==> src/hw/rtl/mbs_pkg.sv <==
package mbs_pkg;

  localparam int MAX_SEGMENTS_DEF = 64;
  localparam int TICK_BITS_DEF    = 32;

  localparam logic [2:0] REQ_NOTE_ON  = 3'd0;
  localparam logic [2:0] REQ_TIME_SIG = 3'd1;
  localparam logic [2:0] REQ_END_TRK  = 3'd2;
  localparam logic [2:0] REQ_END_IN   = 3'd4;

  localparam logic [2:0] CFG_QUARTER   = 3'd0;
  localparam logic [2:0] CFG_BARS      = 3'd1;
  localparam logic [2:0] CFG_LIMIT     = 3'd2;
  localparam logic [2:0] CFG_FIRST_TK  = 3'd3;
  localparam logic [2:0] CFG_FIRST_FND = 3'd4;

  typedef enum logic [3:0] {
    ST_IDLE,
    ST_INIT_DIV,
    ST_INIT_MUL,
    ST_EVAL,
    ST_DIV,
    ST_RMW,
    ST_SCAN,
    ST_EMIT_RD,
    ST_EMIT,
    ST_STOPPED
  } state_t;

endpackage

==> src/hw/rtl/mbs_div.sv <==
module mbs_div #(
  parameter int W = mbs_pkg::TICK_BITS_DEF
) (
  input  logic              clk,
  input  logic              rst_n,
  input  logic              start,
  input  logic [W-1:0]      dividend,
  input  logic [W-1:0]      divisor,
  output logic              busy,
  output logic [W-1:0]      quotient
);

  localparam int CW = $clog2(W + 1);

  logic [W-1:0]  q_r, q_nxt;
  logic [W:0]    rem_r, rem_nxt;
  logic [W-1:0]  d_r, d_nxt;
  logic [CW-1:0] cnt_r, cnt_nxt;
  logic          busy_r, busy_nxt;
  logic [W:0]    trial;

  always_comb begin
    q_nxt    = q_r;
    rem_nxt  = rem_r;
    d_nxt    = d_r;
    cnt_nxt  = cnt_r;
    busy_nxt = busy_r;
    trial    = {rem_r[W-1:0], q_r[W-1]};
    if (start) begin
      q_nxt    = dividend;
      rem_nxt  = '0;
      d_nxt    = divisor;
      cnt_nxt  = CW'(W);
      busy_nxt = 1'b1;
    end else if (busy_r) begin
      // shift in one dividend bit, subtract when it fits
      if (trial >= {1'b0, d_r}) begin
        rem_nxt = trial - {1'b0, d_r};
        q_nxt   = {q_r[W-2:0], 1'b1};
      end else begin
        rem_nxt = trial;
        q_nxt   = {q_r[W-2:0], 1'b0};
      end
      cnt_nxt = cnt_r - 1'b1;
      if (cnt_r == CW'(1)) busy_nxt = 1'b0;
    end
  end

  always_ff @(posedge clk) begin
    if (!rst_n) begin
      busy_r <= 1'b0;
      cnt_r  <= '0;
    end else begin
      busy_r <= busy_nxt;
      cnt_r  <= cnt_nxt;
    end
    q_r   <= q_nxt;
    rem_r <= rem_nxt;
    d_r   <= d_nxt;
  end

  assign busy     = busy_r;
  assign quotient = q_r;

endmodule

==> config.mk <==
export PLATFORM = sky130hd
export DESIGN_NAME = mbs_div
export DESIGN_NICKNAME = d
export VERILOG_FILES = /design/src/hw/rtl/mbs_pkg.sv /design/src/hw/rtl/mbs_div.sv
export SDC_FILE = /design/constraint.sdc
export NUM_CORES = 1
export LEC_CHECK = 0
export BUFFER_PORTS_ARGS = -buffer_cell sky130_fd_sc_hd__clkbuf_2
export CAP_MARGIN = 5
export CORE_MARGIN = 4
export CORE_UTILIZATION = 61
export CTS_CLUSTER_DIAMETER = 30
export DETAILED_ROUTE_END_ITERATION = 16
export PLACE_DENSITY = 0.92
export SLEW_MARGIN = 10
export SYNTH_ARGS = -nofsm -noshare
export SYNTH_HDL_FRONTEND = slang
export SYNTH_SLANG_ARGS = --single-unit
==> constraint.sdc <==
create_clock -name clk -period 5.41 [get_ports clk]
set_input_delay 0.2705 -clock clk [delete_from_list [all_inputs] [get_ports clk]]
set_output_delay 0.2705 -clock clk [all_outputs]
set_load 0.02 [all_outputs]
==> flow_metrics.py <==
metrics = {
    "outcome": {
        "run_status": "complete, no violations",
    },
    "critical_path": {
        "slowest_stage": "buf_4",
        "cp_data_required_time_ps": 5710,
        "crit_buf_inv": 2,
        "crit_fanout": 42,
        "r2r_slack_ps": 1820,
        "worst-setup-path-type": "reg -> reg",
        "critPathArrivalTime_ps": 3890,
        "max_stage_delay_ps": 500,
        "cpMostUsedCell": "o211ai_1",
        "critPathLaunchType": "flop",
        "end_kind": "flop",
        "cp_cell_sequence": "inv_1 > ha_1 > nand2_2 > nor4_1 > o211ai_1 > a311oi_2 > o21ai_2 > o31ai_4 > buf_4 > nand3_1 > mux2_2 > o211ai_1",
        "critPathTopFamily": "compound AO/OA/AOI/OAI gates",
    },
    "detailed_routing": {
        "drc": 0,
        "wirelength_um": 12980,
        "drt_iter0_markers": 279,
        "avgRoutedWirePerCell_um": 16.21,
        "dr_total_vias": 4625,
        "antenna_left": 0,
        "drt-vias-per-instance": 5.774,
        "drtPass1Iterations": 5,
    },
    "synth": {
        "postSynthNetCount": 678,
        "synthFlopType": "edfxtp_1",
        "syn_avg_cell_area_sq_um": 10.02,
        "ys_types": 49,
        "async_reset_ff_frac": 0,
        "seq_area_frac_synth": 0.4684,
        "synth-edff-count": 64,
        "ys_seq_elements": 103,
        "synth_warnings": 0,
        "syn_area_sq_um": 5769,
        "synthCells": 576,
    },
    "power_and_ir_drop": {
        "intPower_mw": 1.290,
        "ir_drop_mv": 0.2200,
        "power_density_nw_per_um2": 280.7,
        "p_sw_frac": 0.2977,
        "clkPwrFrac": 0.265,
        "pwr-share-comb": 0.223,
        "pwr-share-seq": 0.512,
        "p_switching_mw": 0.5470,
        "p_leak_nw": 2.774,
    },
    "global_route": {
        "groute.usage.overall": 0.2418,
        "grt_pass1_vias": 4727,
        "overflow": 0,
        "antenna_found_initial": 0,
        "grt_start_max_net_pins": 48,
        "grt_pass1_wl_um": 21790,
    },
    "cells_and_area": {
        "final_nets": 769,
        "fin_util": 0.7083,
        "num_antenna_cells": 0,
        "layout-drive-gt1-share": 0.2321,
        "fill_cells": 668,
        "final_cell_mix": "98 x clkbuf_2, 64 x edfxtp_1, 55 x nand2_1",
        "final_cell_area_sq_um": 6545,
        "area_growth_syn_to_layout_pct": 13.45,
        "mostFrequentLayoutCell": "clkbuf_2",
    },
    "clocking": {
        "root_buffer": "clkbuf_8",
        "cts_hold_buf": 0,
        "clock_sinks": 103,
        "cts.path.max_buffers": 2,
        "cts.clk_slew.worst_paths_ps": 110,
        "cts_setup_buffers": 0,
        "numCtsBuffers": 9,
        "cts_tree": "built",
        "htreeDepth": 3,
        "clk_latency_ps": 380,
        "cts-resized-gates": 0,
    },
    "floorplan": {
        "die_x_um": 105.3,
        "dieArea_sq_um": 11080,
        "die_h_um": 105.3,
        "num_rows": 35,
        "initial_core_util": 0.6244,
        "core_sq_um": 9240,
        "ios": 100,
    },
    "sta": {
        "fmax_mhz": 278.3,
        "whs_ps": 58.37,
        "slew_headroom": 0.2009,
        "setup_viol": 0,
        "final-hold-violation-count": 0,
        "grt_setup_unrepaired": "no",
        "tightest_slew_ps": 1197,
        "fin_skew_ps": 19.58,
        "fin_crit_sh": 0.6643,
        "final_max_slew_viol_count": 0,
        "tns_ps": 0,
        "fin_crit_ps": 3594,
    },
    "flow_run": {
        "maxCapViolCount": 0,
    },
    "place": {
        "post-dp-hpwl_um": 9678,
        "dpl_cell_area_sq_um": 6351,
        "io_buffers": 99,
        "place_congestion": 0.9348,
    },
    "hold_path": {
        "worstHoldPathType": "in -> reg",
    },
}
==> layout make-up <==
type	instances	area [sq um]	area share
Clock buffer	10	127.6	0.01950
Clock inverter	6	66.31	0.01013
Inverter	45	168.9	0.02581
Multi-Input combinational cell	406	2798	0.4275
Sequential cell	103	2703	0.4129
Tap cell	129	161.4	0.02466
Timing Repair Buffer	102	520.5	0.07953
==> per-layer routing <==
metal / part of all wire / GRT usage / vias to the layer above
li1: - / - / 2248
met5: 0 / 0 / -
met3: 0.065 / 0.05573 / 24
met4: 0.025 / 0.09841 / 0
met2: 0.50 / 0.4217 / 158
met1: 0.41 / 0.2870 / 2195
==> path summary, 6_finish.rpt <==
kind                          from                     end  cells after the start
max              d_r[13]$_DFFE_PP_  rem_r[30]$_SDFFE_PP0P_                     12
max reg2reg      d_r[13]$_DFFE_PP_  rem_r[30]$_SDFFE_PP0P_                     12
min reg2reg  rem_r[8]$_SDFFE_PP0P_   rem_r[8]$_SDFFE_PP0P_                      2
min                    divisor[30]       d_r[30]$_DFFE_PP_                      1
==> synthesized netlist by cell type, drive strengths merged, types with 8 or more instances <==
cell    instances  share of area
mux2i          14          0.024
a21oi          34          0.029
a211oi         24          0.031
dfxtp          39           0.14
nor2           46          0.030
nor3           10         0.0087
nand2          56          0.037
o21ai          43          0.038
nand3          11         0.0095
clkbuf         17          0.011
nand2b          8         0.0087
xor2            8          0.012
edfxtp         64           0.33
mux2           33          0.064
ha             34          0.074
inv            45          0.029
a21o           10          0.013
xnor2          21          0.032
==> registers in the layout (all words and copies together) (netlist names) <==
signal and flops:
rem_r 32, quotient 32, d_r 32, cnt_r 6, busy 1
==> power groups by stage <==
stage | combinational, mW | clock, mW | sequential, mW
finish | 0.409 | 0.488 | 0.941
global route | 0.453 | 0.531 | 0.947
CTS | 0.408 | 0.498 | 0.941
detailed placement | 0.405 | 0 | 0.957
global placement | 0.389 | 0 | 0.953
floorplan | 0.260 | 0 | 0.980
==> stage by stage <==
step | setup WS [ps] | power [mW] | cells
2_1_floorplan | 2726 | 1.240 | 576
3_3_place_gp | 2044 | 1.342 | 785
3_5_place_dp | 1882 | 1.362 | 785
4_1_cts | 1858 | 1.846 | 801
5_1_grt | 1508 | 1.932 | 801
6_report | 1816 | 1.837 | 801
==> cells by family after synthesis <==
| family | after synthesis | share of synthesized area |
|---|---|---|
| xor+xnor | 29 | 0.04403 |
| flops | 103 | 0.4684 |
| compound gates | 139 | 0.1533 |
| buf+inv | 67 | 0.04663 |
| simple gates | 156 | 0.1217 |
| mux | 47 | 0.08870 |
| fa+ha+maj | 35 | 0.07721 |
No activity file was read; power rests on OpenSTA's default activity.
